### src/abct_pkg.sv
package abct_pkg;

  localparam int PEERS = 2;
  localparam int ENTRY_MAX = 8;
  localparam int SLOT_W = (PEERS > 1) ? $clog2(PEERS) : 1;
  localparam int CNT_W = $clog2(ENTRY_MAX + 1);
  localparam int ADDR_W = (PEERS * ENTRY_MAX > 1) ? $clog2(PEERS * ENTRY_MAX) : 1;
  localparam int USE_W = $clog2(PEERS + 1);
  localparam int ENT_W = 32 + 16 + 32;

  typedef enum logic [1:0] {
    FN_QUEUE = 2'd0,
    FN_FWD   = 2'd1,
    FN_READ  = 2'd2,
    FN_CLEAR = 2'd3
  } func_t;

  typedef enum logic [3:0] {
    ST_ADDED      = 4'd0,
    ST_REPLACED   = 4'd1,
    ST_DUP        = 4'd2,
    ST_SUPPRESSED = 4'd3,
    ST_BATCH_FULL = 4'd4,
    ST_TABLE_FULL = 4'd5,
    ST_BAD_ARG    = 4'd6,
    ST_NOT_FOUND  = 4'd7,
    ST_CLEARED    = 4'd8,
    ST_ENTRY      = 4'd9,
    ST_FWD        = 4'd10
  } status_t;

  typedef enum logic [2:0] {
    S_IDLE,
    S_DECIDE,
    S_POST,
    S_SCAN,
    S_RDWAIT,
    S_EMIT,
    S_OUT
  } state_t;

  // Datapath status toward the controller.
  typedef struct packed {
    logic single;     // request ends with one result decided at lookup
    logic do_read;    // read request walks the entries
    logic scan_done;  // scan index reached the count
    logic dup_hit;    // registered entry matches
  } dp_stat_t;

  // Controller commands toward the datapath.
  typedef struct packed {
    logic load;       // capture request
    logic decide;     // evaluate slot lookup, apply slot updates
    logic scan_adv;   // advance index
    logic append;     // write new entry and bump count unless batch full, load result
    logic out_single; // load output with the decided status
    logic out_dup;    // load output with duplicate status
    logic out_entry;  // load output with entry
  } dp_cmd_t;

endpackage

### src/abct_ram.sv
module abct_ram #(
  parameter int WIDTH = 8,
  parameter int DEPTH = 16
) (
  input  logic                     clk,
  input  logic                     we,
  input  logic [$clog2(DEPTH)-1:0] waddr,
  input  logic [WIDTH-1:0]         wdata,
  input  logic [$clog2(DEPTH)-1:0] raddr,
  output logic [WIDTH-1:0]         rdata
);

  logic [WIDTH-1:0] mem [DEPTH];

  always_ff @(posedge clk) begin
    if (we) begin
      mem[waddr] <= wdata;
    end
    rdata <= mem[raddr];
  end

endmodule

### src/abct_ctrl.sv
module abct_ctrl import abct_pkg::*; (
  input  logic     clk,
  input  logic     rst,
  input  logic     in_valid,
  output logic     in_stall,
  input  logic     out_valid,
  input  logic     out_stall,
  input  dp_stat_t stat,
  output dp_cmd_t  cmd
);

  state_t state, state_next;

  always_ff @(posedge clk) begin
    if (rst) begin
      state <= S_IDLE;
    end else begin
      state <= state_next;
    end
  end

  always_comb begin
    state_next = state;
    cmd = '0;
    in_stall = 1'b1;
    case (state)
      S_IDLE: begin
        in_stall = 1'b0;
        if (in_valid) begin
          cmd.load = 1'b1;
          state_next = S_DECIDE;
        end
      end
      S_DECIDE: begin
        cmd.decide = 1'b1;
        if (stat.single) begin
          state_next = S_POST;
        end else begin
          state_next = S_SCAN;
        end
      end
      S_POST: begin
        // slot updates have landed; load the result
        cmd.out_single = 1'b1;
        state_next = S_OUT;
      end
      S_SCAN: begin
        if (stat.scan_done) begin
          if (stat.do_read) begin
            state_next = S_IDLE;
          end else begin
            cmd.append = 1'b1;
            state_next = S_OUT;
          end
        end else begin
          state_next = S_RDWAIT;
        end
      end
      S_RDWAIT: begin
        state_next = S_EMIT;
      end
      S_EMIT: begin
        if (stat.do_read) begin
          cmd.out_entry = 1'b1;
          cmd.scan_adv = 1'b1;
          state_next = S_OUT;
        end else if (stat.dup_hit) begin
          cmd.out_dup = 1'b1;
          state_next = S_OUT;
        end else begin
          cmd.scan_adv = 1'b1;
          state_next = S_SCAN;
        end
      end
      S_OUT: begin
        if (out_valid && !out_stall) begin
          state_next = (stat.do_read && !stat.scan_done) ? S_SCAN : S_IDLE;
        end
      end
      default: state_next = S_IDLE;
    endcase
  end

endmodule

### src/abct_dpath.sv
module abct_dpath import abct_pkg::*; (
  input  logic        clk,
  input  logic        rst,
  input  dp_cmd_t     cmd,
  output dp_stat_t    stat,
  input  logic [1:0]  func,
  input  logic [63:0] peer,
  input  logic [1:0]  msg_kind,
  input  logic [63:0] dest_node,
  input  logic [31:0] sess,
  input  logic [15:0] seq_num,
  input  logic [31:0] pkt_ident,
  input  logic        pkt_ident_present,
  input  logic        out_stall,
  output logic        out_valid,
  output logic [3:0]  status,
  output logic [31:0] out_sess,
  output logic [15:0] out_seq_num,
  output logic [31:0] out_pkt_ident,
  output logic        out_msg_kind,
  output logic [63:0] out_dest_node,
  output logic        last,
  output logic [1:0]  peers_in_use
);

  logic [1:0]  r_func;
  logic [63:0] r_peer;
  logic [1:0]  r_kind;
  logic [63:0] r_dest;
  logic [31:0] r_sess;
  logic [15:0] r_seq;
  logic [31:0] r_pkt;

  logic [PEERS-1:0] slot_valid;
  logic [63:0]      slot_peer [PEERS];
  logic [PEERS-1:0] slot_forwarded;
  logic [PEERS-1:0] slot_kind;
  logic [63:0]      slot_dest [PEERS];
  logic [CNT_W-1:0] slot_count [PEERS];

  logic [SLOT_W-1:0] sel;
  logic [CNT_W-1:0]  idx;
  logic [3:0]        pre_status;
  logic              do_read;

  logic             hit, free_ok;
  logic [SLOT_W-1:0] hit_s, free_s, tgt;
  logic [USE_W-1:0] used;

  logic             q_single, q_rebuild, q_full;
  logic [3:0]       q_status;
  logic             add_ok, fwd_ok, clr_ok, batch_full, show_slot;
  logic [3:0]       res_status;

  logic             we;
  logic [ADDR_W-1:0] waddr, raddr;
  logic [ENT_W-1:0]  wdata, rdata;

  always_comb begin
    hit = 1'b0;
    hit_s = '0;
    free_ok = 1'b0;
    free_s = '0;
    used = '0;
    for (int i = PEERS - 1; i >= 0; i--) begin
      if (slot_valid[i] && slot_peer[i] == r_peer && r_peer != 64'd0) begin
        hit = 1'b1;
        hit_s = SLOT_W'(i);
      end
      if (!slot_valid[i]) begin
        free_ok = 1'b1;
        free_s = SLOT_W'(i);
      end
    end
    for (int i = 0; i < PEERS; i++) begin
      used = used + USE_W'(slot_valid[i]);
    end
    tgt = hit ? hit_s : free_s;
  end

  // Lookup outcome of the registered request
  always_comb begin
    q_full = !hit && !free_ok;
    q_rebuild = !hit || slot_forwarded[hit_s] || (slot_kind[hit_s] != r_kind[0]) ||
                (slot_dest[hit_s] != r_dest);
    q_single = 1'b1;
    q_status = ST_BAD_ARG;
    case (r_func)
      FN_QUEUE: begin
        if (r_peer == 64'd0 || r_kind > 2'd1) begin
          q_status = ST_BAD_ARG;
        end else if (q_full) begin
          q_status = ST_TABLE_FULL;
        end else if (hit && slot_forwarded[hit_s] && !slot_kind[hit_s] &&
                     r_kind == 2'd1 && slot_dest[hit_s] == r_dest) begin
          q_status = ST_SUPPRESSED;
        end else begin
          q_single = 1'b0;
          q_status = (hit && q_rebuild) ? ST_REPLACED : ST_ADDED;
        end
      end
      FN_FWD: begin
        if (r_peer == 64'd0 || r_kind != 2'd0) begin
          q_status = ST_BAD_ARG;
        end else if (q_full) begin
          q_status = ST_TABLE_FULL;
        end else begin
          q_status = hit ? ST_REPLACED : ST_ADDED;
        end
      end
      FN_READ: begin
        if (r_peer == 64'd0) begin
          q_status = ST_BAD_ARG;
        end else if (!hit || slot_count[hit_s] == '0) begin
          q_status = ST_NOT_FOUND;
        end else if (slot_forwarded[hit_s]) begin
          q_status = ST_FWD;
        end else begin
          q_single = 1'b0;
          q_status = ST_ENTRY;
        end
      end
      default: begin
        q_status = hit ? ST_CLEARED : ST_NOT_FOUND;
      end
    endcase
  end

  assign add_ok = (r_func == FN_QUEUE) && !q_single;
  assign fwd_ok = (r_func == FN_FWD) && (r_peer != 64'd0) && (r_kind == 2'd0) && !q_full;
  assign clr_ok = (r_func == FN_CLEAR) && hit;
  assign batch_full = (slot_count[sel] >= CNT_W'(ENTRY_MAX));

  abct_ram #(.WIDTH(ENT_W), .DEPTH(PEERS * ENTRY_MAX)) u_ram (
    .clk(clk), .we(we), .waddr(waddr), .wdata(wdata), .raddr(raddr), .rdata(rdata)
  );

  assign raddr = ADDR_W'(sel * ENTRY_MAX) + ADDR_W'(idx);

  always_comb begin
    we = 1'b0;
    waddr = ADDR_W'(sel * ENTRY_MAX) + ADDR_W'(slot_count[sel]);
    wdata = {r_sess, r_seq, r_pkt};
    if (cmd.decide && fwd_ok) begin
      we = 1'b1;
      waddr = ADDR_W'(tgt * ENTRY_MAX);
      wdata = '0;
    end else if (cmd.append && !batch_full) begin
      we = 1'b1;
    end
  end

  assign stat.single = q_single;
  assign stat.do_read = do_read;
  assign stat.scan_done = (idx == slot_count[sel]);
  assign stat.dup_hit = (rdata[ENT_W-1 -: 48] == {r_sess, r_seq});

  always_ff @(posedge clk) begin
    if (cmd.load) begin
      r_func <= func;
      r_peer <= peer;
      r_kind <= msg_kind;
      r_dest <= dest_node;
      r_sess <= sess;
      r_seq  <= seq_num;
      r_pkt  <= pkt_ident_present ? pkt_ident : 32'd0;
    end
  end

  // Lookup and slot updates.
  always_ff @(posedge clk) begin
    if (rst) begin
      slot_valid <= '0;
      slot_forwarded <= '0;
      slot_kind <= '0;
      do_read <= 1'b0;
      for (int i = 0; i < PEERS; i++) begin
        slot_peer[i] <= '0;
        slot_dest[i] <= '0;
        slot_count[i] <= '0;
      end
      sel <= '0;
      idx <= '0;
      pre_status <= ST_ADDED;
    end else begin
      if (cmd.load) begin
        do_read <= 1'b0;
        idx <= '0;
      end
      if (cmd.scan_adv) begin
        idx <= idx + 1'b1;
      end
      if (cmd.append && !batch_full) begin
        slot_count[sel] <= slot_count[sel] + 1'b1;
      end
      if (cmd.decide) begin
        sel <= tgt;
        pre_status <= q_status;
        do_read <= (r_func == FN_READ) && !q_single;
        if (add_ok && q_rebuild) begin
          slot_valid[tgt] <= 1'b1;
          slot_peer[tgt] <= r_peer;
          slot_kind[tgt] <= r_kind[0];
          slot_dest[tgt] <= r_dest;
          slot_forwarded[tgt] <= 1'b0;
          slot_count[tgt] <= '0;
        end
        if (fwd_ok) begin
          slot_valid[tgt] <= 1'b1;
          slot_peer[tgt] <= r_peer;
          slot_kind[tgt] <= 1'b0;
          slot_dest[tgt] <= r_dest;
          slot_forwarded[tgt] <= 1'b1;
          slot_count[tgt] <= CNT_W'(1);
        end
        if (clr_ok) begin
          slot_valid[tgt] <= 1'b0;
          slot_peer[tgt] <= '0;
          slot_kind[tgt] <= 1'b0;
          slot_dest[tgt] <= '0;
          slot_forwarded[tgt] <= 1'b0;
          slot_count[tgt] <= '0;
        end
      end
    end
  end

  always_comb begin
    if (cmd.out_dup) begin
      res_status = ST_DUP;
    end else if (cmd.append) begin
      res_status = batch_full ? ST_BATCH_FULL : pre_status;
    end else begin
      res_status = pre_status;
    end
  end

  assign show_slot = cmd.out_single && (pre_status == ST_FWD);

  // Output register; held until taken.
  always_ff @(posedge clk) begin
    if (rst) begin
      out_valid <= 1'b0;
    end else if (cmd.out_single || cmd.out_dup || cmd.append || cmd.out_entry) begin
      out_valid <= 1'b1;
    end else if (!out_stall) begin
      out_valid <= 1'b0;
    end
  end

  always_ff @(posedge clk) begin
    if (cmd.out_entry) begin
      status <= ST_ENTRY;
      out_sess <= rdata[ENT_W-1 -: 32];
      out_seq_num <= rdata[47:32];
      out_pkt_ident <= rdata[31:0];
      out_msg_kind <= slot_kind[sel];
      out_dest_node <= slot_dest[sel];
      last <= (idx + 1'b1 == slot_count[sel]);
      peers_in_use <= 2'(used);
    end else if (cmd.out_single || cmd.out_dup || cmd.append) begin
      status <= res_status;
      out_sess <= '0;
      out_seq_num <= '0;
      out_pkt_ident <= '0;
      out_msg_kind <= show_slot ? slot_kind[sel] : 1'b0;
      out_dest_node <= show_slot ? slot_dest[sel] : 64'd0;
      last <= 1'b1;
      peers_in_use <= 2'(used);
    end
  end

endmodule

### src/ack_batch_coalescing_table_unit.sv
// Channel | Signals                                            | Direction
// request | in_valid, in_stall, func, peer, msg_kind, dest_node,| into block
//         | sess, seq_num, pkt_ident, pkt_ident_present        |
// result  | out_valid, out_stall, status, out_sess, ...        | out of block
//
// One request at a time; in_stall stays high until its last result is taken.
// A single-result request passes through S_DECIDE, S_POST and S_OUT before the next
// acceptance. A queue request checks stored entries one at a time through the entry
// RAM's registered read port (S_SCAN, S_RDWAIT, S_EMIT per entry, up to ENTRY_MAX).
// A read emits one result per entry, each held in the output register while out_stall
// is high. Reset (rst, synchronous) empties all slots; the entry RAM is not cleared.
module ack_batch_coalescing_table_unit import abct_pkg::*; (
  input  logic        clk,
  input  logic        rst,
  input  logic        in_valid,
  output logic        in_stall,
  input  logic [1:0]  func,
  input  logic [63:0] peer,
  input  logic [1:0]  msg_kind,
  input  logic [63:0] dest_node,
  input  logic [31:0] sess,
  input  logic [15:0] seq_num,
  input  logic [31:0] pkt_ident,
  input  logic        pkt_ident_present,
  output logic        out_valid,
  input  logic        out_stall,
  output logic [3:0]  status,
  output logic [31:0] out_sess,
  output logic [15:0] out_seq_num,
  output logic [31:0] out_pkt_ident,
  output logic        out_msg_kind,
  output logic [63:0] out_dest_node,
  output logic        last,
  output logic [1:0]  peers_in_use
);

  dp_stat_t stat;
  dp_cmd_t  cmd;

  abct_ctrl u_ctrl (
    .clk(clk), .rst(rst), .in_valid(in_valid), .in_stall(in_stall),
    .out_valid(out_valid), .out_stall(out_stall), .stat(stat), .cmd(cmd)
  );

  abct_dpath u_dpath (
    .clk(clk), .rst(rst), .cmd(cmd), .stat(stat),
    .func(func), .peer(peer), .msg_kind(msg_kind), .dest_node(dest_node),
    .sess(sess), .seq_num(seq_num), .pkt_ident(pkt_ident),
    .pkt_ident_present(pkt_ident_present), .out_stall(out_stall),
    .out_valid(out_valid), .status(status), .out_sess(out_sess),
    .out_seq_num(out_seq_num), .out_pkt_ident(out_pkt_ident),
    .out_msg_kind(out_msg_kind), .out_dest_node(out_dest_node),
    .last(last), .peers_in_use(peers_in_use)
  );

`ifndef NO_ASSERTIONS
  // Never take a new request while a result is still waiting.
  a_no_accept_busy: assert property (@(posedge clk) disable iff (rst)
    out_valid |-> in_stall) else $error("request accepted with result pending");
  // Only entry results may carry a clear last bit.
  a_last_entry: assert property (@(posedge clk) disable iff (rst)
    (out_valid && !last) |-> (status == ST_ENTRY)) else $error("non-final non-entry");
`endif

endmodule
### config.mk
export PLATFORM = sky130hd
export DESIGN_NAME = ack_batch_coalescing_table_unit
export DESIGN_NICKNAME = d
export VERILOG_FILES = /design/src/abct_pkg.sv /design/src/abct_ram.sv /design/src/abct_ctrl.sv /design/src/abct_dpath.sv /design/src/ack_batch_coalescing_table_unit.sv
export SDC_FILE = /design/constraint.sdc
export NUM_CORES = 2
export LEC_CHECK = 0
export ABC_AREA = 1
export CORE_MARGIN = 3
export CORE_UTILIZATION = 35
export DETAILED_ROUTE_END_ITERATION = 10
export DONT_BUFFER_PORTS = 1
export HOLD_SLACK_MARGIN = 0.03
export PLACE_DENSITY = 0.56
export SYNTH_ARGS = -nofsm -noshare
export SYNTH_HDL_FRONTEND = slang
export SYNTH_SLANG_ARGS = --single-unit
### constraint.sdc
create_clock -name clk -period 16.4 [get_ports clk]
set_clock_uncertainty 0.05 [all_clocks]
set_input_delay 0 -clock clk [delete_from_list [all_inputs] [get_ports clk]]
set_output_delay 0 -clock clk [all_outputs]
set_load 0.01 [all_outputs]
==> results.json <==
{
  "status": "completed",
  "peakVddDrop_mv": 0.1524,
  "ys.flop_type": "edfxtp_1",
  "layout-drive-gt1-share_pct": 6.987,
  "cts_buffer_depth": 3,
  "coreArea_um2": 235400,
  "critPathRequiredTime_ns": 16.73,
  "postSynthCellCount": 6909,
  "critical_path_class": "flip-flop to flip-flop",
  "ys_seq_area_share_pct": 71.50,
  "dieWidth_um": 492.7,
  "worst_setup_path_end_kind": "flip-flop",
  "drv_cap": 0,
  "crit_arrival_ns": 7.91,
  "min-delay-start": "in_valid",
  "p_comb_share_pct": 11.6,
  "layout.cells.non_filler": 10620,
  "reg2reg_from": "u_dpath.r_peer[34]",
  "setup_viol_count_final": 0,
  "hold_viol": 0,
  "antenna_left": 0,
  "fp-row-count": 178,
  "whs_path_depth": 3,
  "rsz0062_at_grt": "false",
  "power_frac_seq_pct": 49.5,
  "antenna_found_initial": 3,
  "post-route-period-util_pct": 46.23,
  "final_net_count": 7506,
  "cts_tree": "built",
  "overflow": 0,
  "final_cell_mix": "edfxtp_1, nor2_1, nand2_1",
  "mostFrequentLayoutCell": "edfxtp_1",
  "routedWlPerCell_um": 22.91,
  "leakage_nw": 34.80,
  "grt_pass1_vias": 53530,
  "fmax_ghz": 0.1319,
  "synth_edf_count": 1904,
  "syn-num-nets": 7131,
  "reg2reg_slack_ns": 8.82,
  "synthAdderAreaFrac_pct": 0.07546,
  "io_buffers": 0,
  "drc": 0,
  "ys_types": 49,
  "syn_to_final_growth_pct": 18.30,
  "syn_area_um2": 82910,
  "p_sw_share_pct": 26.78,
  "placed_cells_incl_taps": 9777,
  "initial_core_util_pct": 35.22,
  "startpoint": "u_dpath.r_peer[34]",
  "rr_endpoint": "u_dpath.slot_dest[1][37]",
  "power.total_mw": 12.92,
  "start_kind": "flip-flop",
  "min_path_type": "input port to flip-flop",
  "muxShareOfSynthArea_pct": 2.765,
  "power.share.clock_pct": 38.8,
  "cts_buffers": 209,
  "whs_endpoint": "u_ctrl.state[0]",
  "cts.sinks": 2009,
  "slew_headroom_pct": 16.68,
  "dp_slack_ns": 8.883,
  "grt_pass1_wl_um": 356800,
  "tightest_slew_ns": 1.250,
  "insertion_delay_ns": 0.88,
  "synth.avg_cell_area_um2": 12.00,
  "num_io_pins": 371,
  "fin_tns_setup_ns": 0,
  "synth_xor_xnor_area_share_pct": 0.6761,
  "track_usage_pct": 19.45,
  "ff2ff_path_depth": 25,
  "dieArea_um2": 242800,
  "synth_top_family_by_area": "simple AND/OR/NAND/NOR gates",
  "vias": 55140,
  "layout_min_cycle_time_ns": 7.582,
  "htreeDepth": 4,
  "n_fill_cell": 21730,
  "dpl.hpwl_um": 132600,
  "p_sw_mw": 3.460,
  "powerDensity_nw_per_um2": 131.7,
  "synth-simple-area-share_pct": 13.48,
  "viasPerCell": 5.191,
  "slew_violations": 0,
  "worst-path-max-fanout": 75,
  "yosys_warnings": 0,
  "setup_slack_ns": 8.818,
  "multi_input_area_um2": 20080,
  "root_buffer": "clkbuf_16",
  "wl_um": 243400,
  "first_pass_iters": 5,
  "cts_resized": 0,
  "regArea_um2": 59290,
  "synth_compound_area_share_pct": 6.992,
  "ys_ff_latch": 2009,
  "grt_max_degree": 179,
  "die_h_um": 492.7,
  "drt-initial-drc-count": 5769,
  "p_int_mw": 9.459,
  "ys_async_sr_fraction_pct": 0,
  "gp_congestion": 0.9260,
  "clk_pin_slew_worst_paths_ns": 0.06
}
==> cell type report <==
| class | count | area share [%] |
|---|---|---|
| Multi-Input combinational cell | 3942 | 20.48 |
| Tap cell | 3150 | 4.019 |
| Clock inverter | 115 | 1.625 |
| Inverter | 598 | 2.314 |
| Antenna cell | 2 | 0.005103 |
| Sequential cell | 2009 | 60.45 |
| Clock buffer | 283 | 5.893 |
| Timing Repair Buffer | 524 | 5.213 |
==> routing by layer <==
layer / GRT usage (%) / vias up / wire [µm]
li1: - / 25270 / -
met1: 27.36 / 27470 / 107900
met2: 31.36 / 2058 / 113300
met3: 3.051 / 348 / 16340
met4: 5.240 / 0 / 5880
met5: 0 / - / 0
==> cells by family (layout without fill, tap and decap cells) <==
family,after synthesis,after routing
xor+xnor,64,64
buf+inv,958,1520
other cells,0,2
flops,2009,2009
mux,229,229
simple gates,2713,2713
compound gates,931,931
fa+ha+maj,5,5
==> worst max-delay path by stage <==
stage | endpoint | cells after the start
2_1_floorplan | u_dpath.idx[0] | 8
3_3_place_gp | u_dpath.slot_dest[1][26] | 25
3_5_place_dp | u_dpath.slot_dest[1][26] | 25
4_1_cts | u_dpath.slot_dest[1][37] | 25
5_1_grt | u_dpath.slot_dest[1][37] | 26
6_report | u_dpath.slot_dest[1][37] | 25
==> Yosys cell counts (all sizes together), types with 2 or more instances <==
cell type	n	area share (%)
edfxtp	1904	69
or2	17	0.13
nand3	273	1.7
nor3b	4	0.036
nor2	1039	4.7
o21a	2	0.018
nand4	36	0.27
clkbuf	274	1.2
nand2	1008	4.6
xor2	12	0.13
and2	6	0.045
a21oi	28	0.17
a221oi	2	0.021
xnor2	52	0.55
o21ai	523	3.2
nand3b	4	0.036
inv	596	2.7
dfxtp	105	2.5
o22ai	92	0.69
ha	5	0.075
clkinv	2	0.0091
a211oi	46	0.42
nor4	16	0.12
mux2i	229	2.8
o32ai	78	0.82
buf	86	0.57
o221ai	151	1.6
or3b	2	0.021
nor3	308	1.9
==> flip-flops by register name, summed over array words and instances, names as in the netlist, 8 cells and up, named ones only <==
| signal | flops |
|---|---|
| u_dpath.r_sess | 32 |
| u_dpath.u_ram.mem | 1280 |
| u_dpath.out_sess | 32 |
| u_dpath.r_peer | 64 |
| u_dpath.r_pkt | 32 |
| u_dpath.slot_count | 8 |
| u_dpath.r_dest | 64 |
| u_dpath.slot_dest | 128 |
| u_dpath.slot_peer | 128 |
| u_dpath.out_dest_node | 64 |
| u_dpath.out_pkt_ident | 32 |
| u_dpath.out_seq_num | 16 |
| u_dpath.r_seq | 16 |
| u_dpath.u_ram.rdata | 80 |
==> timing repair <==
item                      in CTS  in global routing
buffers inserted               0                  0
hold buffers                 446                  0
hold endpoints to repair     339                  0
==> critical path, cell delays in order, from the launching register on <==
cell and delay (ns):
edfxtp_1 0.49, nor2_1 0.09, nand2_1 0.15, nor2_1 0.09
nand2_1 0.13, nor2_1 0.07, nand2_1 0.23, inv_1 0.18
nor2_1 0.14, nand3_2 0.67, nand2_2 0.88, nand2_1 0.18
nand2_1 0.12, nand2_1 0.05, nand2_1 0.05, nor2_1 0.04
nand2_1 0.06, nor2_1 0.04, nand2_1 0.12, nor2_1 0.10
nand3_1 0.10, nand4_1 0.14, nand2_2 0.18, nand3_4 0.57
nand2_4 0.99, buf_4 1.00
==> power groups by stage <==
stage	combinational [mW]	clock (mW)	sequential, mW
after global placement	1.38	0	6.50
after CTS	1.50	5.10	6.40
after global routing	1.66	5.32	6.43
after floorplan	0.899	0	6.43
after detailed placement	1.40	0	6.50
final	1.50	5.02	6.40
==> per-stage QoR <==
step                area, µm²  hold WS (ns)  utilization (%)
global placement        86240       0.02838            36.63
CTS                     98070       0.07105            41.66
floorplan               82910       0.04887                -
global route            98070        0.1409            41.66
finish                  98080        0.1208            41.66
detailed placement      86240       0.02934            36.63
(Power assumes the default switching activity.)
